===== config.mk =====
export PLATFORM = sky130hd
export DESIGN_NAME = road_scanline_param_gen_flat
export DESIGN_NICKNAME = d
export VERILOG_FILES = /design/src/design/rsg_pkg.sv /design/src/design/rsg_if.sv /design/src/design/rsg_cfg_regs.sv /design/src/design/road_scanline_param_gen.sv /design/src/flat_wrapper.sv
export VERILOG_INCLUDE_DIRS = /design/src /design/src/design
export SDC_FILE = /design/constraint.sdc
export NUM_CORES = 1
export LEC_CHECK = 0
export ABC_AREA = 0
export BUFFER_PORTS_ARGS = -buffer_cell sky130_fd_sc_hd__buf_2
export CAP_MARGIN = 5
export CORE_MARGIN = 2
export CORE_UTILIZATION = 50
export CTS_BUF_LIST = sky130_fd_sc_hd__clkbuf_4 sky130_fd_sc_hd__clkbuf_8
export DETAILED_ROUTE_END_ITERATION = 7
export GPL_TIMING_DRIVEN = 0
export MAX_ROUTING_LAYER = met4
export PLACE_DENSITY = 0.64
export SYNTH_ARGS = -nofsm -noshare
export SYNTH_HDL_FRONTEND = slang
export SYNTH_SLANG_ARGS = --single-unit

===== constraint.sdc =====
create_clock -name clk -period 7.5 [get_ports clk]
set_input_delay 0.75 -clock clk [delete_from_list [all_inputs] [get_ports clk]]
set_output_delay 0.75 -clock clk [all_outputs]
set_load 0.005 [all_outputs]

===== src/design/road_scanline_param_gen_assert.svh =====
// ----------------------------------------------------------------------------
// Road scanline parameter generator assertion macros
// Concurrent check macros, compiled out when SYNTH is defined.
// ----------------------------------------------------------------------------
`ifndef ROAD_SCANLINE_PARAM_GEN_ASSERT_SVH
`define ROAD_SCANLINE_PARAM_GEN_ASSERT_SVH

`ifndef SYNTH
`define RSG_ASSERT_NOW(lbl, clk_s, rstn_s, ante, cons, msg) \
  lbl: assert property (@(posedge clk_s) disable iff (!rstn_s) (ante) |-> (cons)) \
    else $error(msg);
`define RSG_ASSERT_NEXT(lbl, clk_s, rstn_s, ante, cons, msg) \
  lbl: assert property (@(posedge clk_s) disable iff (!rstn_s) (ante) |=> (cons)) \
    else $error(msg);
`else
`define RSG_ASSERT_NOW(lbl, clk_s, rstn_s, ante, cons, msg)
`define RSG_ASSERT_NEXT(lbl, clk_s, rstn_s, ante, cons, msg)
`endif

`endif


===== src/design/rsg_pkg.sv =====
// ----------------------------------------------------------------------------
// Road scanline parameter generator package
// Beat payload types, register indexes, reset values and fixed constants.
// ----------------------------------------------------------------------------
`default_nettype none

package rsg_pkg;

  typedef struct packed {
    logic [8:0]  line;
    logic [15:0] frame;
    logic        frame_start;
  } in_item_t;

  typedef struct packed {
    logic               is_road;
    logic [7:0]         sky_red;
    logic [7:0]         tex_row;
    logic signed [15:0] tex_offset;
    logic [15:0]        depth;
    logic               palette_select;
  } out_item_t;

  typedef struct packed {
    logic signed [7:0]  curve_accel;
    logic [8:0]         horizon_line;
    logic [17:0]        altitude_rate_init;
    logic signed [10:0] altitude_accel;
    logic [7:0]         speed;
  } cfg_t;

  typedef logic [2:0]  cfg_idx_t;
  typedef logic [17:0] cfg_data_t;

  localparam cfg_idx_t CFG_CURVE_ACCEL    = 3'd0;
  localparam cfg_idx_t CFG_HORIZON_LINE   = 3'd1;
  localparam cfg_idx_t CFG_ALT_RATE_INIT  = 3'd2;
  localparam cfg_idx_t CFG_ALT_ACCEL      = 3'd3;
  localparam cfg_idx_t CFG_SPEED          = 3'd4;

  localparam logic signed [7:0]  RST_CURVE_ACCEL   = 8'sd0;
  localparam logic [8:0]         RST_HORIZON_LINE  = 9'd120;
  localparam logic [17:0]        RST_ALT_RATE_INIT = 18'd32768;
  localparam logic signed [10:0] RST_ALT_ACCEL     = 11'sd0;
  localparam logic [7:0]         RST_SPEED         = 8'd26;

  localparam logic [31:0] LAT_BASE   = 32'd2560;
  localparam logic [31:0] CURVE_GAIN = 32'd200;
  localparam int          LAT_SHIFT  = 7;
  localparam logic [31:0] ALT_CLAMP  = 32'h007F_8000;
  localparam logic [10:0] SKY_BIAS   = 11'd16;
  localparam logic [10:0] SKY_MAX    = 11'd255;
  localparam logic [8:0]  DIV_BIAS   = 9'd32;
  localparam logic [9:0]  DIV_REM_INIT = 10'd16;
  localparam int          DIV_STEPS  = 14;
  localparam int          MUL_STEPS  = 8;

endpackage

`default_nettype wire


===== src/design/rsg_if.sv =====
// ----------------------------------------------------------------------------
// Road scanline parameter generator channels
// Valid/ready interfaces for line beats, result beats and register writes.
// ----------------------------------------------------------------------------
`default_nettype none

interface rsg_in_if;
  logic             valid;
  logic             ready;
  rsg_pkg::in_item_t data;
  modport source (output valid, output data, input ready);
  modport sink   (input valid, input data, output ready);
endinterface

interface rsg_out_if;
  logic               valid;
  logic               ready;
  rsg_pkg::out_item_t data;
  modport source (output valid, output data, input ready);
  modport sink   (input valid, input data, output ready);
endinterface

interface rsg_cfg_if;
  logic               valid;
  logic               ready;
  rsg_pkg::cfg_idx_t  index;
  rsg_pkg::cfg_data_t wdata;
  modport source (output valid, output index, output wdata, input ready);
  modport sink   (input valid, input index, input wdata, output ready);
endinterface

`default_nettype wire


===== src/design/rsg_cfg_regs.sv =====
// ----------------------------------------------------------------------------
// Road scanline parameter generator register file
// Holds the five control registers; writes to unknown indexes are dropped.
// ----------------------------------------------------------------------------
`default_nettype none

module rsg_cfg_regs (
  input  logic          clk,
  input  logic          rst_n,
  rsg_cfg_if.sink       cfg_chan,
  output rsg_pkg::cfg_t cfg_o
);

  rsg_pkg::cfg_t cfg_r;

  assign cfg_chan.ready = 1'b1;
  assign cfg_o          = cfg_r;

  always_ff @(posedge clk) begin
    if (!rst_n) begin
      cfg_r.curve_accel        <= rsg_pkg::RST_CURVE_ACCEL;
      cfg_r.horizon_line       <= rsg_pkg::RST_HORIZON_LINE;
      cfg_r.altitude_rate_init <= rsg_pkg::RST_ALT_RATE_INIT;
      cfg_r.altitude_accel     <= rsg_pkg::RST_ALT_ACCEL;
      cfg_r.speed              <= rsg_pkg::RST_SPEED;
    end else if (cfg_chan.valid) begin
      unique case (cfg_chan.index)
        rsg_pkg::CFG_CURVE_ACCEL:   cfg_r.curve_accel        <= cfg_chan.wdata[7:0];
        rsg_pkg::CFG_HORIZON_LINE:  cfg_r.horizon_line       <= cfg_chan.wdata[8:0];
        rsg_pkg::CFG_ALT_RATE_INIT: cfg_r.altitude_rate_init <= cfg_chan.wdata;
        rsg_pkg::CFG_ALT_ACCEL:     cfg_r.altitude_accel     <= cfg_chan.wdata[10:0];
        rsg_pkg::CFG_SPEED:         cfg_r.speed              <= cfg_chan.wdata[7:0];
        default: begin
        end
      endcase
    end
  end

endmodule

`default_nettype wire


===== src/design/road_scanline_param_gen.sv =====
// ----------------------------------------------------------------------------
// Road scanline parameter generator
// Per-line sky level or road texture row, column offset, depth and stripe.
// ----------------------------------------------------------------------------
// One line beat in, one result beat out. A sky result is registered as the
// beat is taken, then moved to the output register; for a road line one shared
// 32-bit adder steps the four Q15 accumulators, runs the restoring divide for
// 262144/(row+32), the shift-add frame*speed product and the two depth sums.
// The input side is busy while a line is in work; a finished result sits in
// the output register, so the next line is taken while it waits. Register
// writes are for the user to put between lines; the block does not enforce it.
`default_nettype none

`include "road_scanline_param_gen_assert.svh"

module road_scanline_param_gen (
  input  logic      clk,
  input  logic      rst_n,
  rsg_in_if.sink    in_chan,
  rsg_out_if.source out_chan,
  rsg_cfg_if.sink   cfg_chan
);

  typedef enum logic [3:0] {
    S_IDLE, S_ALT_RATE, S_ALT_POS, S_LAT_RATE, S_LAT_POS,
    S_DIV, S_MUL, S_BASE, S_STRIPE, S_DONE
  } state_t;

  rsg_pkg::cfg_t      cfg;
  state_t             state_r;
  logic [31:0]        lat_pos_r, lat_rate_r, alt_pos_r, alt_rate_r;
  logic [15:0]        frame_r;
  logic [7:0]         row_r;
  logic [9:0]         rem_r;
  logic [13:0]        quo_r;
  logic [15:0]        mot_r;
  logic [15:0]        base_r;
  logic [3:0]         cnt_r;
  rsg_pkg::out_item_t res_r;
  rsg_pkg::out_item_t out_r;
  logic               out_valid_r;

  logic        in_acc;
  logic        res_load;
  logic        is_sky;
  logic [10:0] red_sum;
  logic [7:0]  red;
  logic [31:0] curve_ext, aacc_ext, lat_init;
  logic [31:0] add_a, add_b, add_sum;
  logic        add_sub;
  logic [10:0] rem_sh;
  logic [8:0]  divisor;
  logic [15:0] mul_part;
  logic        alt_ovf;
  logic [16:0] lat_int;
  logic [15:0] tex_off;
  logic        sky_beat, road_beat, sky_clean;

  rsg_cfg_regs u_cfg (
    .clk      (clk),
    .rst_n    (rst_n),
    .cfg_chan (cfg_chan),
    .cfg_o    (cfg)
  );

  assign in_chan.ready  = (state_r == S_IDLE);
  assign out_chan.valid = out_valid_r;
  assign out_chan.data  = out_r;

  assign in_acc   = in_chan.valid && in_chan.ready;
  assign res_load = (state_r == S_DONE) && (!out_valid_r || out_chan.ready);
  assign is_sky   = in_chan.data.line < cfg.horizon_line;
  assign red_sum  = {1'b0, in_chan.data.line, 1'b0} + rsg_pkg::SKY_BIAS;
  assign red      = (red_sum > rsg_pkg::SKY_MAX) ? 8'hFF : red_sum[7:0];

  assign curve_ext = {{24{cfg.curve_accel[7]}}, cfg.curve_accel};
  assign aacc_ext  = {{21{cfg.altitude_accel[10]}}, cfg.altitude_accel};
  assign lat_init  = (rsg_pkg::LAT_BASE - curve_ext * rsg_pkg::CURVE_GAIN)
                     << rsg_pkg::LAT_SHIFT;

  assign rem_sh   = {rem_r, 1'b0};
  assign divisor  = {1'b0, row_r} + rsg_pkg::DIV_BIAS;
  assign mul_part = cfg.speed[cnt_r[2:0]] ? (frame_r << cnt_r[2:0]) : 16'd0;

  // shared adder / subtractor
  always_comb begin
    add_a   = 32'd0;
    add_b   = 32'd0;
    add_sub = 1'b0;
    unique case (state_r)
      S_ALT_RATE: begin
        add_a = alt_rate_r;
        add_b = aacc_ext;
      end
      S_ALT_POS: begin
        add_a = alt_pos_r;
        add_b = alt_rate_r;
      end
      S_LAT_RATE: begin
        add_a = lat_rate_r;
        add_b = curve_ext;
      end
      S_LAT_POS: begin
        add_a = lat_pos_r;
        add_b = lat_rate_r;
      end
      S_DIV: begin
        add_a   = {21'd0, rem_sh};
        add_b   = {23'd0, divisor};
        add_sub = 1'b1;
      end
      S_MUL: begin
        add_a = {16'd0, mot_r};
        add_b = {16'd0, mul_part};
      end
      S_BASE: begin
        add_a = {18'd0, quo_r};
        add_b = {16'd0, mot_r};
      end
      S_STRIPE: begin
        add_a = {16'd0, base_r};
        add_b = {16'd0, mot_r};
      end
      default: begin
      end
    endcase
  end

  assign add_sum = add_a + (add_sub ? ~add_b : add_b) + {31'd0, add_sub};
  assign alt_ovf = !add_sum[31] && (add_sum[30:23] != 8'd0);

  assign lat_int = lat_pos_r[31:15];
  assign tex_off = (lat_int[16] != lat_int[15]) ?
                   (lat_int[16] ? 16'h8000 : 16'h7FFF) : lat_int[15:0];

  always_ff @(posedge clk) begin
    if (!rst_n) begin
      state_r     <= S_IDLE;
      out_valid_r <= 1'b0;
      lat_pos_r   <= 32'd0;
      lat_rate_r  <= 32'd0;
      alt_pos_r   <= 32'd0;
      alt_rate_r  <= 32'd0;
      cnt_r       <= 4'd0;
    end else begin
      if (res_load) begin
        out_r       <= res_r;
        out_valid_r <= 1'b1;
      end else if (out_chan.valid && out_chan.ready) begin
        out_valid_r <= 1'b0;
      end
      unique case (state_r)
        S_IDLE: begin
          if (in_acc) begin
            frame_r <= in_chan.data.frame;
            if (in_chan.data.frame_start) begin
              lat_pos_r  <= lat_init;
              lat_rate_r <= 32'd0;
              alt_pos_r  <= 32'd0;
              alt_rate_r <= {14'd0, cfg.altitude_rate_init};
            end
            if (is_sky) begin
              res_r.is_road        <= 1'b0;
              res_r.sky_red        <= red;
              res_r.tex_row        <= 8'd0;
              res_r.tex_offset     <= 16'sd0;
              res_r.depth          <= 16'd0;
              res_r.palette_select <= 1'b0;
              state_r              <= S_DONE;
            end else begin
              state_r <= S_ALT_RATE;
            end
          end
        end
        S_ALT_RATE: begin
          alt_rate_r <= add_sum;
          state_r    <= S_ALT_POS;
        end
        S_ALT_POS: begin
          alt_pos_r <= alt_ovf ? rsg_pkg::ALT_CLAMP : add_sum;
          state_r   <= S_LAT_RATE;
        end
        S_LAT_RATE: begin
          lat_rate_r <= add_sum;
          state_r    <= S_LAT_POS;
        end
        S_LAT_POS: begin
          lat_pos_r <= add_sum;
          row_r     <= alt_pos_r[31] ? 8'd0 : alt_pos_r[22:15];
          rem_r     <= rsg_pkg::DIV_REM_INIT;
          quo_r     <= 14'd0;
          cnt_r     <= 4'd0;
          state_r   <= S_DIV;
        end
        S_DIV: begin
          rem_r <= add_sum[31] ? rem_sh[9:0] : add_sum[9:0];
          quo_r <= {quo_r[12:0], !add_sum[31]};
          if (cnt_r == 4'(rsg_pkg::DIV_STEPS - 1)) begin
            cnt_r   <= 4'd0;
            mot_r   <= 16'd0;
            state_r <= S_MUL;
          end else begin
            cnt_r <= cnt_r + 4'd1;
          end
        end
        S_MUL: begin
          mot_r <= add_sum[15:0];
          if (cnt_r == 4'(rsg_pkg::MUL_STEPS - 1)) begin
            cnt_r   <= 4'd0;
            state_r <= S_BASE;
          end else begin
            cnt_r <= cnt_r + 4'd1;
          end
        end
        S_BASE: begin
          base_r  <= add_sum[15:0];
          state_r <= S_STRIPE;
        end
        S_STRIPE: begin
          res_r.is_road        <= 1'b1;
          res_r.sky_red        <= 8'd0;
          res_r.tex_row        <= row_r;
          res_r.tex_offset     <= tex_off;
          res_r.depth          <= base_r;
          res_r.palette_select <= add_sum[9];
          state_r              <= S_STRIPE == S_STRIPE ? S_DONE : S_DONE;
        end
        S_DONE: begin
          if (res_load) begin
            state_r <= S_IDLE;
          end
        end
        default: begin
          state_r <= S_IDLE;
        end
      endcase
    end
  end

  assign sky_beat  = out_chan.valid && !out_chan.data.is_road;
  assign road_beat = out_chan.valid && out_chan.data.is_road;
  assign sky_clean = (out_chan.data.tex_row == 8'd0) && (out_chan.data.depth == 16'd0) &&
                     !out_chan.data.palette_select;

  `RSG_ASSERT_NEXT(a_busy_after_accept, clk, rst_n, in_acc, !in_chan.ready, "input taken twice")
  `RSG_ASSERT_NOW(a_sky_fields_zero, clk, rst_n, sky_beat, sky_clean, "sky beat has road fields")
  `RSG_ASSERT_NOW(a_road_no_sky, clk, rst_n, road_beat, out_chan.data.sky_red == 8'd0, "road sky")

endmodule

`default_nettype wire


===== src/flat_wrapper.sv =====
// flat-port wrapper written by rule: the top's interface ports become plain ports
module road_scanline_param_gen_flat 
  (clk, rst_n, in_chan_valid, in_chan_data, in_chan_ready, out_chan_valid, out_chan_data, out_chan_ready, cfg_chan_valid, cfg_chan_index, cfg_chan_wdata, cfg_chan_ready);
  rsg_in_if in_chan_i ();
  rsg_out_if out_chan_i ();
  rsg_cfg_if cfg_chan_i ();
  input  logic clk;
  input  logic rst_n;
  input wire logic [$bits(in_chan_i.valid)-1:0] in_chan_valid;
  input wire logic [$bits(in_chan_i.data)-1:0] in_chan_data;
  output wire logic [$bits(in_chan_i.ready)-1:0] in_chan_ready;
  output wire logic [$bits(out_chan_i.valid)-1:0] out_chan_valid;
  output wire logic [$bits(out_chan_i.data)-1:0] out_chan_data;
  input wire logic [$bits(out_chan_i.ready)-1:0] out_chan_ready;
  input wire logic [$bits(cfg_chan_i.valid)-1:0] cfg_chan_valid;
  input wire logic [$bits(cfg_chan_i.index)-1:0] cfg_chan_index;
  input wire logic [$bits(cfg_chan_i.wdata)-1:0] cfg_chan_wdata;
  output wire logic [$bits(cfg_chan_i.ready)-1:0] cfg_chan_ready;
  assign in_chan_i.valid = in_chan_valid;
  assign in_chan_i.data = in_chan_data;
  assign in_chan_ready = in_chan_i.ready;
  assign out_chan_valid = out_chan_i.valid;
  assign out_chan_data = out_chan_i.data;
  assign out_chan_i.ready = out_chan_ready;
  assign cfg_chan_i.valid = cfg_chan_valid;
  assign cfg_chan_i.index = cfg_chan_index;
  assign cfg_chan_i.wdata = cfg_chan_wdata;
  assign cfg_chan_ready = cfg_chan_i.ready;
  road_scanline_param_gen u_core (.clk(clk), .rst_n(rst_n), .in_chan(in_chan_i), .out_chan(out_chan_i), .cfg_chan(cfg_chan_i));
endmodule

## Yosys cells after proc, flatten, opt, wreduce, memory -nomap -nowiden

Index checks and enable logic that the tools add are counted.

- Equality and inequality tests: 22
- Bitwise gates (word level): 1
- $add $sub $neg: 6
- Multiply operators: 1
- Magnitude comparators: 3
- Reduce and logical (&&, ||, !) cells: 37
- Shift operators: 1
- Muxes and demuxes: 40

Operators with widths:

| kind | number |
|---|---|
| two-way mux 32 bit | 8 |
| one-hot mux 32 bit (2 select lines) | 4 |
| one-hot mux 32 bit (8 select lines) | 1 |
| one-hot mux 32 bit (7 select lines) | 1 |
| two-way mux 50 bit | 2 |
| one-hot mux 50 bit (2 select lines) | 1 |
| two-way mux 16 bit | 4 |
| one-hot mux 4 bit (10 select lines) | 1 |
| adder 32 x 1 -> 32 bit | 1 |
| adder 32 bit | 1 |
| multiplier 32 x 5 -> 22 bit (second input constant) | 1 |
| NOT 32 bit | 1 |
| one-hot mux 16 bit (2 select lines) | 1 |
| two-way mux 4 bit | 7 |
| one-hot mux 14 bit (2 select lines) | 1 |
| subtractor 12 x 25 -> 25 bit (first input constant) | 1 |
| equality test 4 x 3 -> 1 bit (second input constant) | 5 |
| one-hot mux 10 bit (2 select lines) | 1 |
| AND reduction 2 bit | 9 |
| AND reduction 3 bit | 6 |
| nonzero test 2 bit | 8 |
| << shifter 16 x 3 -> 16 bit | 1 |
| equality test 4 bit (second input constant) | 3 |
| one-hot mux 4 bit (3 select lines) | 1 |
| other kinds (27) | 41 |

- Bits in registers: 371
- Word-level logic and storage cells: 141

## Depth between registers and ports, before layout

Gate-level depths: netlist of the first run.

- Word-level depth: 12
- Mapped depth: 23

## By module

From an unflattened synthesis of the first run, not the netlist that was laid out.

- Cell total of the unflattened synthesis: 1859
- Area, all modules: 18865.6 um2

Modules (own cells, without submodules):

| module | sequential area each (um2) | times used | area each (um2) | cells each |
|---|---|---|---|---|
| road_scanline_param_gen | 8147.8 | 1 | 16777.3 | 1652 |
| rsg_cfg_regs | 1081.0 | 1 | 2088.3 | 207 |

## Least setup slack after synthesis of the first run

No wires, ideal clock.

- Path kind: in2reg
- Start point: input in_chan_data[18]
- End point: register u_core.res_r[0] (netlist name) (enable)
- Data required time: 6967 ps
- Setup slack: 1261 ps
- Setup time: 533 ps
- Arrival: 5707 ps
- Path buffers: 0
- Cell stages on the path: 10
- Path through: ha_1 > a21o_1 > a21o_1 > a21oi_1 > nor2b_1 > o21ai_0 > nand2b_1 > a21oi_1 > o21ai_0 > a211oi_1

- Longest elaborated chain between the ends: 3

RTL lines:

| element | RTL line | source |
|---|---|---|
| start, declared | flat_wrapper.sv:10 | `input wire logic [$bits(in_chan_i.data)-1:0] in_chan_data;` |
| less-than comparator 9 bit | road_scanline_param_gen.sv:72 | `assign is_sky = in_chan.data.line < cfg.horizon_line;` |
| inequality test 2 bit (no source line) | n/a |  |
| AND reduction 4 bit (no source line) | n/a |  |
| end, declared | road_scanline_param_gen.sv:39 | `rsg_pkg::out_item_t res_r;` |

Every way passes these cells.
A chain may end at the register's enable or synchronous reset.

## Worst setup path in the final report of the first run

- Start point: register u_core.state_r[0]
- End point: register u_core.alt_pos_r[8]

- Longest elaborated chain between the ends: 11
- Elaborated cells between the ends (all ways): 27
- Classes of those cells: add/sub (2); eq/ne (10); mux (6); bitwise (1); reduce/logical (8)

RTL lines:

| element | RTL line | source |
|---|---|---|
| start, declared | road_scanline_param_gen.sv:30 | `state_t state_r;` |
| start signal, assigned | road_scanline_param_gen.sv:226 | `state_r <= S_STRIPE == S_STRIPE ? S_DONE : S_DONE;` |
| equality test 4 x 3 -> 1 bit or equality test 4 bit (tied branches) | road_scanline_param_gen.sv:90 | `unique case (state_r)` |
| OR reduction 2 bit (no source line) | n/a |  |
| one-hot mux 32 bit (7 select lines) | road_scanline_param_gen.sv:90 |  |
| NOT 32 bit | road_scanline_param_gen.sv:129 | `assign add_sum = add_a + (add_sub ? ~add_b : add_b) + {31'd0, add_sub};` |
| two-way mux 32 bit | road_scanline_param_gen.sv:129 |  |
| adder 32 bit | road_scanline_param_gen.sv:129 |  |
| adder 32 x 1 -> 32 bit | road_scanline_param_gen.sv:129 |  |
| nonzero test 8 bit or zero test 1 bit (tied branches) | road_scanline_param_gen.sv:130 | `assign alt_ovf = !add_sum[31] && (add_sum[30:23] != 8'd0);` |
| logical AND 1 bit | road_scanline_param_gen.sv:130 |  |
| two-way mux 32 bit | road_scanline_param_gen.sv:180 | `alt_pos_r <= alt_ovf ? rsg_pkg::ALT_CLAMP : add_sum;` |
| one-hot mux 32 bit (2 select lines) | road_scanline_param_gen.sv:152 | `unique case (state_r)` |
| end signal, assigned | road_scanline_param_gen.sv:180 |  |
| end, declared | road_scanline_param_gen.sv:31 | `logic [31:0] lat_pos_r, lat_rate_r, alt_pos_r, alt_rate_r;` |

Several ways; a longest one is shown, not always the timed one.

==> impl_results.html, run 1 <==
<table>
<tr><th>Metric</th><th>Value</th></tr>
<tr><th colspan="2">Run status</th></tr>
<tr><td>Run status</td><td>finished, violations left</td></tr>
<tr><td>Violations in the final reports</td><td>DRC</td></tr>
<tr><th colspan="2">Layout</th></tr>
<tr><td>Final cell count without fillers</td><td>2655</td></tr>
<tr><td>Area overhead of the layout relative to synthesis</td><td>13.49%</td></tr>
<tr><td>Most frequent standard cell in the layout excluding fill and tap cells</td><td>sky130_fd_sc_hd__nand2_1</td></tr>
<tr><td>Total Nets Final</td><td>2224</td></tr>
<tr><td>Ratio of cells with drive above 1 in the final layout</td><td>12.32%</td></tr>
<tr><td>Most frequent cells in the layout</td><td>sky130_fd_sc_hd__nand2_1 (258), sky130_fd_sc_hd__dfxtp_1 (191), sky130_fd_sc_hd__edfxtp_1 (180)</td></tr>
<tr><td>Post-route cell area</td><td>21420 um2</td></tr>
<tr><th colspan="2">Run</th></tr>
<tr><td>Max Cap Violations</td><td>0</td></tr>
<tr><th colspan="2">Global routing</th></tr>
<tr><td>First-pass GRT wire length</td><td>97.48 mm</td></tr>
<tr><td>Total global routing overflow</td><td>0</td></tr>
<tr><td>Pin count of the biggest net entering global routing</td><td>32</td></tr>
<tr><td>Via count of the first global-routing pass</td><td>16000</td></tr>
<tr><td>Aggregate global-route resource usage</td><td>34.57%</td></tr>
<tr><td>Initial antenna violation count</td><td>1</td></tr>
<tr><th colspan="2">STA</th></tr>
<tr><td>Slew Limit Fails</td><td>0</td></tr>
<tr><td>Setup WS post-layout</td><td>685.9 ps</td></tr>
<tr><td>Highest clock rate</td><td>0.1468 GHz</td></tr>
<tr><td>Final Hold Viols</td><td>0</td></tr>
<tr><td>Total Negative Setup Slacks</td><td>0 ps</td></tr>
<tr><td>RSZ-0062 raised after global routing</td><td>no</td></tr>
<tr><td>Transition at the pin with the smallest max-transition slack</td><td>1263 ps</td></tr>
<tr><td>Min Tclk post-route</td><td>6814 ps</td></tr>
<tr><td>Headroom to the max-slew limit</td><td>15.48%</td></tr>
<tr><td>Worst hold slack</td><td>248.6 ps</td></tr>
<tr><td>Final setup violation count</td><td>0</td></tr>
<tr><td>Clock Skews</td><td>22.95 ps</td></tr>
<tr><td>Final worst path period share</td><td>90.85%</td></tr>
<tr><th colspan="2">Die</th></tr>
<tr><td>Number of rows in the core area</td><td>71</td></tr>
<tr><td>Core ar.</td><td>37400 um2</td></tr>
<tr><td>Die boundary height</td><td>198.3 um</td></tr>
<tr><td>Initial Utilization</td><td>50.48%</td></tr>
<tr><td>I/O Pins</td><td>105</td></tr>
<tr><td>Width of the chip</td><td>198.3 um</td></tr>
<tr><td>Total Die Area</td><td>39330 um2</td></tr>
<tr><th colspan="2">Synth</th></tr>
<tr><td>Number of enable-type register cells in the synthesized netlist</td><td>180</td></tr>
<tr><td>Post-synth cell types</td><td>92</td></tr>
<tr><td>Post-Synthesis Net Count</td><td>2055</td></tr>
<tr><td>Count of state elements after synthesis</td><td>371</td></tr>
<tr><td>Area of the mapped netlist</td><td>18880 um2</td></tr>
<tr><td>Sequential-to-total area share from yosys stat</td><td>48.89%</td></tr>
<tr><td>Most used flip-flop cell after synthesis</td><td>sky130_fd_sc_hd__dfxtp_1</td></tr>
<tr><td>Count of synthesis-stage warnings from yosys</td><td>0</td></tr>
<tr><td>Async set-or-reset flop fraction in the synthesized netlist</td><td>0%</td></tr>
<tr><td>Instance count of the mapped netlist</td><td>1925</td></tr>
<tr><td>Mapped Avg Cell Area</td><td>9.807 um2</td></tr>
<tr><th colspan="2">Clock tree</th></tr>
<tr><td>CTS buffer count</td><td>59</td></tr>
<tr><td>Resized cells post-CTS</td><td>0</td></tr>
<tr><td>Number of H-tree levels</td><td>2</td></tr>
<tr><td>Clock tree from TritonCTS</td><td>done</td></tr>
<tr><td>Buffer cell driving the clock tree root</td><td>sky130_fd_sc_hd__clkbuf_8</td></tr>
<tr><td>Number of sinks on the clock net</td><td>371</td></tr>
<tr><td>Buffers from clock root to sink, at most</td><td>3</td></tr>
<tr><td>Setup Buffers After CTS</td><td>0</td></tr>
<tr><td>Quantity of hold-fixing buffers added after cts</td><td>0</td></tr>
<tr><td>Clock network latency to the later pin of the worst-skew pair</td><td>670 ps</td></tr>
<tr><td>Clock-pin transition on the worst setup and hold timing paths</td><td>70 ps</td></tr>
<tr><th colspan="2">Placement</th></tr>
<tr><td>Number of buffer cells added on primary ports</td><td>102</td></tr>
<tr><td>Detailed Place HPWL</td><td>48.83 mm</td></tr>
<tr><td>Instance area after placement</td><td>20140 um2</td></tr>
<tr><td>Routability congestion estimate</td><td>1.036</td></tr>
<tr><td>Setup Slack @ Placement</td><td>948.2 ps</td></tr>
<tr><td>Total instance count after detailed placement</td><td>2544</td></tr>
<tr><th colspan="2">Power</th></tr>
<tr><td>IR Drop Worst-Case VDD</td><td>0.1826 mV</td></tr>
<tr><td>Power density of the placed cells</td><td>268.0 nW/um2</td></tr>
<tr><td>Static leakage</td><td>7.962 nW</td></tr>
<tr><th colspan="2">Detailed routing</th></tr>
<tr><td>Initial drt markers</td><td>1907</td></tr>
<tr><td>Routed length per placed instance</td><td>24.49 um</td></tr>
<tr><td>DR pass1 iterations</td><td>8</td></tr>
<tr><td>Routed Wire Length</td><td>65.01 mm</td></tr>
<tr><td>Vias post-DR</td><td>16460</td></tr>
<tr><td>Number of design rule violations left after detail routing</td><td>12</td></tr>
<tr><td>Via density per instance</td><td>6.199</td></tr>
<tr><td>Number of nets with antenna violations after routing</td><td>0</td></tr>
<tr><th colspan="2">Worst setup path</th></tr>
<tr><td>FF-to-FF path depth</td><td>21</td></tr>
<tr><td>Critical R2R Launch</td><td>u_core.state_r[0]</td></tr>
<tr><td>Setup slack, reg-to-reg</td><td>690 ps</td></tr>
<tr><td>Worst endpoint required time</td><td>8100 ps</td></tr>
<tr><td>Endpoint of the most critical register-to-register path</td><td>u_core.alt_pos_r[8]</td></tr>
<tr><td>Worst Setup End Kind</td><td>flop</td></tr>
<tr><td>Top delay family on crit path</td><td>simple AND/OR/NAND/NOR gates</td></tr>
<tr><td>Type of element launching the critical path</td><td>flop</td></tr>
<tr><td>Highest-delay cell along the critical path</td><td>sky130_fd_sc_hd__or4_1</td></tr>
<tr><td>Data arrival, critical path</td><td>7410 ps</td></tr>
<tr><td>Slowest cell delay on critical path</td><td>600 ps</td></tr>
<tr><td>Setup CP Type</td><td>reg2reg</td></tr>
<tr><td>CP Cell Sequence</td><td>buf_2 -&gt; buf_1 -&gt; nor2_1 -&gt; and3_1 -&gt; clkbuf_1 -&gt; and3_1 -&gt; nor2_1 -&gt; o21ai_0 -&gt; ha_1 -&gt; a21oi_1 -&gt; o21ai_0 -&gt; or4_1 -&gt; a211oi_1 -&gt; or3_1 -&gt; buf_2 -&gt; o21ai_0 -&gt; xor2_1 -&gt; nor4_2 -&gt; a31o_4 -&gt; buf_6 -&gt; a22o_1</td></tr>
<tr><td>Largest fanout on the critical path</td><td>10</td></tr>
<tr><td>Sum of buffers and inverters on the critical path</td><td>5</td></tr>
<tr><td>Crit path top cell by count</td><td>sky130_fd_sc_hd__o21ai_0</td></tr>
<tr><th colspan="2">Worst hold path</th></tr>
<tr><td>Instance count along the most critical hold path</td><td>1</td></tr>
<tr><td>Start point of the worst min-delay path</td><td>in_chan_data[7]</td></tr>
<tr><td>Terminating pin of the worst hold path</td><td>u_core.frame_r[6]</td></tr>
<tr><td>Worst hold path class</td><td>in2reg</td></tr>
</table>
==> where the power goes <==
| group | internal (W) | switching [W] | leakage [nW] | total (W) |
|---|---|---|---|---|
| sequential | 0.00231 | 0.000124 | 3.23 | 0.00243 |
| clock | 0.00105 | 0.000840 | 0.669 | 0.00189 |
| combinational | 0.000366 | 0.00105 | 4.07 | 0.00142 |
==> registers in the layout, indices dropped and copies added, names as in the netlist, 8 cells and up <==
register              count
u_core.base_r            16
u_core.quo_r             14
u_core.out_chan.data     50
u_core.lat_rate_r        32
u_core.alt_pos_r         32
u_core.mot_r             16
u_core.alt_rate_r        32
u_core.res_r             50
u_core.row_r              8
u_core.rem_r             10
u_core.frame_r           16
u_core.u_cfg.cfg_o       54
u_core.lat_pos_r         32
==> Yosys cell counts, types with 13 or more instances <==
master,number,area share (%)
sky130_fd_sc_hd__nand2b_1,18,0.60
sky130_fd_sc_hd__nor2b_1,23,0.76
sky130_fd_sc_hd__and3_1,22,0.73
sky130_fd_sc_hd__dfxtp_1,191,20
sky130_fd_sc_hd__and2_1,48,1.6
sky130_fd_sc_hd__o211ai_1,13,0.52
sky130_fd_sc_hd__a22o_1,24,1.1
sky130_fd_sc_hd__a211oi_1,18,0.72
sky130_fd_sc_hd__xor2_1,20,0.93
sky130_fd_sc_hd__mux2i_1,23,1.2
sky130_fd_sc_hd__nor2_1,157,3.1
sky130_fd_sc_hd__o21ai_0,60,1.6
sky130_fd_sc_hd__clkbuf_1,101,2.0
sky130_fd_sc_hd__a222oi_1,19,1.0
sky130_fd_sc_hd__ha_1,70,4.6
sky130_fd_sc_hd__a21o_1,17,0.68
sky130_fd_sc_hd__nand2_1,258,5.1
sky130_fd_sc_hd__nor3_1,15,0.40
sky130_fd_sc_hd__a22oi_1,112,4.5
sky130_fd_sc_hd__xnor2_1,27,1.3
sky130_fd_sc_hd__a221o_1,26,1.4
sky130_fd_sc_hd__inv_1,62,1.2
sky130_fd_sc_hd__a221oi_1,25,1.2
sky130_fd_sc_hd__a21oi_1,164,4.3
sky130_fd_sc_hd__edfxtp_1,180,29
sky130_fd_sc_hd__nand3_1,33,0.87
==> worst register-to-register path, stage by stage (launching register included) <==
cell and delay, ps:
sky130_fd_sc_hd__dfxtp_1 360, sky130_fd_sc_hd__buf_2 230, sky130_fd_sc_hd__buf_1 440, sky130_fd_sc_hd__nor2_1 190, sky130_fd_sc_hd__and3_1 270, sky130_fd_sc_hd__clkbuf_1 310
sky130_fd_sc_hd__and3_1 380, sky130_fd_sc_hd__nor2_1 540, sky130_fd_sc_hd__o21ai_0 310, sky130_fd_sc_hd__ha_1 440, sky130_fd_sc_hd__a21oi_1 250, sky130_fd_sc_hd__o21ai_0 200
sky130_fd_sc_hd__or4_1 600, sky130_fd_sc_hd__a211oi_1 340, sky130_fd_sc_hd__or3_1 180, sky130_fd_sc_hd__buf_2 170, sky130_fd_sc_hd__o21ai_0 110, sky130_fd_sc_hd__xor2_1 240
sky130_fd_sc_hd__nor4_2 480, sky130_fd_sc_hd__a31o_4 360, sky130_fd_sc_hd__buf_6 200, sky130_fd_sc_hd__a22o_1 140
==> area by class of cell <==
type / count / area [um2]
Antenna cell: 1 / 2.502
Buffer: 126 / 509.2
Clock buffer: 85 / 1064
Clock inverter: 25 / 219.0
Fill cell: 3364 / 15980
Inverter: 63 / 236.5
Multi-Input combinational cell: 1365 / 8931
Sequential cell: 371 / 9229
Tap cell: 511 / 639.4
Timing Repair Buffer: 108 / 594.3
==> through the flow <==
stage / utilization (%) / total power [W]
6_report: 57.28 / 0.005741
5_1_grt: 57.28 / 0.005934
4_1_cts: 57.28 / 0.005710
3_5_place_dp: 53.85 / 0.003839
3_3_place_gp: 53.55 / 0.003818
2_1_floorplan: - / 0.003265
==> routing by layer <==
layer	GRT usage, %	routed length [um]
met1	43.59	26720
met2	52.64	28960
met3	7.290	5931
met4	17.52	3400
met5	-	0
==> worst max-delay path by stage <==
stage,startpoint,to,slack [ps],cells past startpoint
global route,u_core.state_r[0],u_core.alt_pos_r[7],450,21
CTS,u_core.state_r[0],u_core.alt_pos_r[8],890,21
global placement,in_chan_data[18],u_core.res_r[5],-960,11
detailed placement,u_core.state_r[0],u_core.alt_pos_r[10],950,21
floorplan,in_chan_data[18],u_core.res_r[0],1260,10
finish,u_core.state_r[0],u_core.alt_pos_r[8],690,21
==> logic make-up (layout without fill, tap and decap cells) <==
family | after synthesis | count (layout) | share of synthesized area, %
other | 1 | 2 | 0.01986
AND/OR/NAND/NOR | 628 | 628 | 15.52
buffers and inverters | 189 | 407 | 3.950
multiplexers | 33 | 33 | 2.234
adder cells (fa/ha/maj) | 79 | 79 | 5.541
XOR/XNOR | 49 | 49 | 2.413
AO/OA/AOI/OAI | 575 | 575 | 21.44
flip-flops | 371 | 371 | 48.89
(Power assumes the default switching activity.)
==> run 2, diff against run 1 <==
--- a/config.mk
+++ b/config.mk
@@ -7,7 +7,7 @@
 export NUM_CORES = 1
 export LEC_CHECK = 0
 export ABC_AREA = 0
-export BUFFER_PORTS_ARGS = -buffer_cell sky130_fd_sc_hd__buf_2
+export BUFFER_PORTS_ARGS = -buffer_cell sky130_fd_sc_hd__buf_4
 export CAP_MARGIN = 5
 export CORE_MARGIN = 2
 export CORE_UTILIZATION = 50
==> constraint.sdc (replaced) <==
create_clock -name clk -period 7.2 [get_ports clk]
set_input_delay 0.72 -clock clk [delete_from_list [all_inputs] [get_ports clk]]
set_output_delay 0.72 -clock clk [all_outputs]
set_load 0.005 [all_outputs]
==> impl_results.html, run 2 (same netlist as run 1, synthesis figures left out) <==
<table>
<tr><th>Metric</th><th>Value</th></tr>
<tr><th colspan="2">Clock tree</th></tr>
<tr><td>Buffer cell driving the clock tree root</td><td>sky130_fd_sc_hd__clkbuf_8</td></tr>
<tr><td>Number of H-tree levels</td><td>2</td></tr>
<tr><td>Buffers from clock root to sink, at most</td><td>3</td></tr>
<tr><td>Resized cells post-CTS</td><td>0</td></tr>
<tr><td>Clock-pin transition on the worst setup and hold timing paths</td><td>60 ps</td></tr>
<tr><td>CTS buffer count</td><td>60</td></tr>
<tr><td>Clock network latency to the later pin of the worst-skew pair</td><td>700 ps</td></tr>
<tr><td>Quantity of hold-fixing buffers added after cts</td><td>0</td></tr>
<tr><td>Setup Buffers After CTS</td><td>0</td></tr>
<tr><td>Clock tree from TritonCTS</td><td>done</td></tr>
<tr><td>Number of sinks on the clock net</td><td>371</td></tr>
<tr><th colspan="2">Worst setup path</th></tr>
<tr><td>Critical R2R Launch</td><td>u_core.state_r[0]</td></tr>
<tr><td>Endpoint of the most critical register-to-register path</td><td>u_core.alt_pos_r[6]</td></tr>
<tr><td>Setup CP Type</td><td>reg2reg</td></tr>
<tr><td>Worst endpoint required time</td><td>7780 ps</td></tr>
<tr><td>Type of element launching the critical path</td><td>flop</td></tr>
<tr><td>FF-to-FF path depth</td><td>21</td></tr>
<tr><td>Critical path capture point</td><td>u_core.alt_pos_r[6]</td></tr>
<tr><td>Largest fanout on the critical path</td><td>10</td></tr>
<tr><td>Data arrival, critical path</td><td>7420 ps</td></tr>
<tr><td>Launching instance or port of the critical path</td><td>u_core.state_r[0]</td></tr>
<tr><td>Setup slack, reg-to-reg</td><td>350 ps</td></tr>
<tr><td>Worst Setup End Kind</td><td>flop</td></tr>
<tr><th colspan="2">Power</th></tr>
<tr><td>Power density of the placed cells</td><td>279.5 nW/um2</td></tr>
<tr><td>IR Drop Worst-Case VDD</td><td>0.1743 mV</td></tr>
<tr><td>Final total power</td><td>0.006078 W</td></tr>
<tr><td>Static leakage</td><td>8.106 nW</td></tr>
<tr><th colspan="2">Global routing</th></tr>
<tr><td>Via count of the first global-routing pass</td><td>15800</td></tr>
<tr><td>Initial antenna violation count</td><td>1</td></tr>
<tr><td>Pin count of the biggest net entering global routing</td><td>32</td></tr>
<tr><td>Total global routing overflow</td><td>0</td></tr>
<tr><td>Aggregate global-route resource usage</td><td>34.77%</td></tr>
<tr><td>First-pass GRT wire length</td><td>97.50 mm</td></tr>
<tr><th colspan="2">Die</th></tr>
<tr><td>I/O Pins</td><td>105</td></tr>
<tr><td>Width of the chip</td><td>198.3 um</td></tr>
<tr><td>Core ar.</td><td>37400 um2</td></tr>
<tr><td>Die boundary height</td><td>198.3 um</td></tr>
<tr><td>Total Die Area</td><td>39330 um2</td></tr>
<tr><td>Initial Utilization</td><td>50.48%</td></tr>
<tr><td>Number of rows in the core area</td><td>71</td></tr>
<tr><th colspan="2">Placement</th></tr>
<tr><td>Detailed Place HPWL</td><td>50.15 mm</td></tr>
<tr><td>Number of buffer cells added on primary ports</td><td>102</td></tr>
<tr><td>Total instance count after detailed placement</td><td>2544</td></tr>
<tr><td>Routability congestion estimate</td><td>0.9789</td></tr>
<tr><td>Instance area after placement</td><td>20390 um2</td></tr>
<tr><th colspan="2">Detailed routing</th></tr>
<tr><td>Number of design rule violations left after detail routing</td><td>0</td></tr>
<tr><td>Met3 WL post-DR</td><td>6.082 mm</td></tr>
<tr><td>Routed Wire Length</td><td>66.17 mm</td></tr>
<tr><td>Vias post-DR</td><td>16510</td></tr>
<tr><td>Routed length per placed instance</td><td>24.89 um</td></tr>
<tr><td>Top routing layer in use</td><td>met4</td></tr>
<tr><td>Via density per instance</td><td>6.210</td></tr>
<tr><td>Initial drt markers</td><td>1747</td></tr>
<tr><td>DR pass1 iterations</td><td>6</td></tr>
<tr><td>Number of nets with antenna violations after routing</td><td>0</td></tr>
<tr><td>Met1 Routed Length</td><td>27.11 mm</td></tr>
<tr><td>Routed length on met2</td><td>29.80 mm</td></tr>
<tr><th colspan="2">STA</th></tr>
<tr><td>Highest clock rate</td><td>0.1460 GHz</td></tr>
<tr><td>Final setup violation count</td><td>0</td></tr>
<tr><td>Total Negative Setup Slacks</td><td>0 ps</td></tr>
<tr><td>Final worst path period share</td><td>95.11%</td></tr>
<tr><td>RSZ-0062 raised after global routing</td><td>no</td></tr>
<tr><td>Transition at the pin with the smallest max-transition slack</td><td>1237 ps</td></tr>
<tr><td>Clock Skews</td><td>46.56 ps</td></tr>
<tr><td>Headroom to the max-slew limit</td><td>17.24%</td></tr>
<tr><td>Final Hold Viols</td><td>0</td></tr>
<tr><td>Slew Limit Fails</td><td>0</td></tr>
<tr><td>Min Tclk post-route</td><td>6848 ps</td></tr>
<tr><th colspan="2">Run</th></tr>
<tr><td>Max Cap Violations</td><td>0</td></tr>
<tr><th colspan="2">Layout</th></tr>
<tr><td>Final cell count without fillers</td><td>2658</td></tr>
<tr><td>Number of fillers in the final layout</td><td>3303</td></tr>
<tr><td>Most frequent standard cell in the layout excluding fill and tap cells</td><td>sky130_fd_sc_hd__nand2_1</td></tr>
<tr><td>Post-route cell area</td><td>21750 um2</td></tr>
<tr><td>Ratio of cells with drive above 1 in the final layout</td><td>12.95%</td></tr>
<tr><td>Sequential cell area</td><td>9229 um2</td></tr>
<tr><td>Max FFs per register</td><td>54</td></tr>
<tr><td>Most frequent cells in the layout</td><td>sky130_fd_sc_hd__nand2_1 (258), sky130_fd_sc_hd__dfxtp_1 (191), sky130_fd_sc_hd__edfxtp_1 (180)</td></tr>
<tr><td>Total Nets Final</td><td>2225</td></tr>
<tr><td>Combined area of the multi-input logic cells</td><td>8931 um2</td></tr>
<tr><td>Core Util, Final</td><td>58.15%</td></tr>
<tr><td>Area overhead of the layout relative to synthesis</td><td>15.20%</td></tr>
<tr><th colspan="2">Run status</th></tr>
<tr><td>Run status</td><td>finished, final reports clean</td></tr>
<tr><th colspan="2">Worst hold path</th></tr>
<tr><td>Start point of the worst min-delay path</td><td>in_chan_data[1]</td></tr>
<tr><td>Worst hold path class</td><td>in2reg</td></tr>
</table>
-- run 2: cell count changes in the layout (fill, tap and decap cells not counted), sizes merged --
cell	previous run	this run
clkbuf	186	198
clkinv	18	8
inv	63	67
clkinvlp	3	1
bufinv	4	3
-- run 2: final cells by class --
type | instances | share of cell area [%]
Timing Repair Buffer | 108 | 3.907
Sequential cell | 371 | 42.44
Buffer | 126 | 2.342
Multi-Input combinational cell | 1365 | 41.07
Clock inverter | 16 | 0.8170
Inverter | 63 | 1.087
Clock buffer | 97 | 5.391
Antenna cell | 1 | 0.01151
Tap cell | 511 | 2.940
-- run 2: report_power, final --
group	switching [W]	leakage, nW	total [W]	internal (W)
logic	0.00110	4.15	0.00150	0.000395
registers	0.000122	3.23	0.00253	0.00241
clock network	0.000903	0.725	0.00205	0.00115
-- run 2: how the worst min path moves through the flow --
stage,depth (start not counted),endpoint,slack (ps)
after floorplan,0,u_core.out_chan.data[0],400
after global placement,0,u_core.out_chan.data[37],400
after detailed placement,0,u_core.out_chan.data[12],400
after CTS,1,u_core.frame_r[14],170
after global routing,1,u_core.frame_r[0],180
final,1,u_core.frame_r[0],210
-- run 2: worst max-delay path: stages (launching register included) --
cell	delay, ps
sky130_fd_sc_hd__dfxtp_1	370
sky130_fd_sc_hd__buf_2	250
sky130_fd_sc_hd__buf_1	450
sky130_fd_sc_hd__nor2_1	190
sky130_fd_sc_hd__and3_1	290
sky130_fd_sc_hd__clkbuf_1	310
sky130_fd_sc_hd__and3_1	370
sky130_fd_sc_hd__nor2_1	580
sky130_fd_sc_hd__o21ai_0	280
sky130_fd_sc_hd__ha_1	440
sky130_fd_sc_hd__a21oi_1	230
sky130_fd_sc_hd__o21ai_0	200
sky130_fd_sc_hd__or4_1	610
sky130_fd_sc_hd__a211oi_1	330
sky130_fd_sc_hd__or3_1	160
sky130_fd_sc_hd__buf_2	170
sky130_fd_sc_hd__o21ai_0	120
sky130_fd_sc_hd__xor2_1	520
sky130_fd_sc_hd__nor4_2	170
sky130_fd_sc_hd__a31o_4	360
sky130_fd_sc_hd__buf_6	180
sky130_fd_sc_hd__a22o_1	180
-- run 2: through the flow --
| step | worst slack [ps] | hold slack (ps) |
|---|---|---|
| after floorplan | 990.7 | 400.3 |
| after global placement | -1202 | 400.3 |
| after detailed placement | 567.0 | 404.5 |
| after CTS | 550.4 | 165.6 |
| after global routing | 234.5 | 183.1 |
| final | 351.9 | 209.9 |
-- run 2: metal layers --
layer / GRT usage, % / vias to the layer above
met1: 44.47 / 7974
met3: 6.370 / 180
met4: 15.68 / 0
met5: - / -
met2: 53.85 / 872
li1: - / 7481
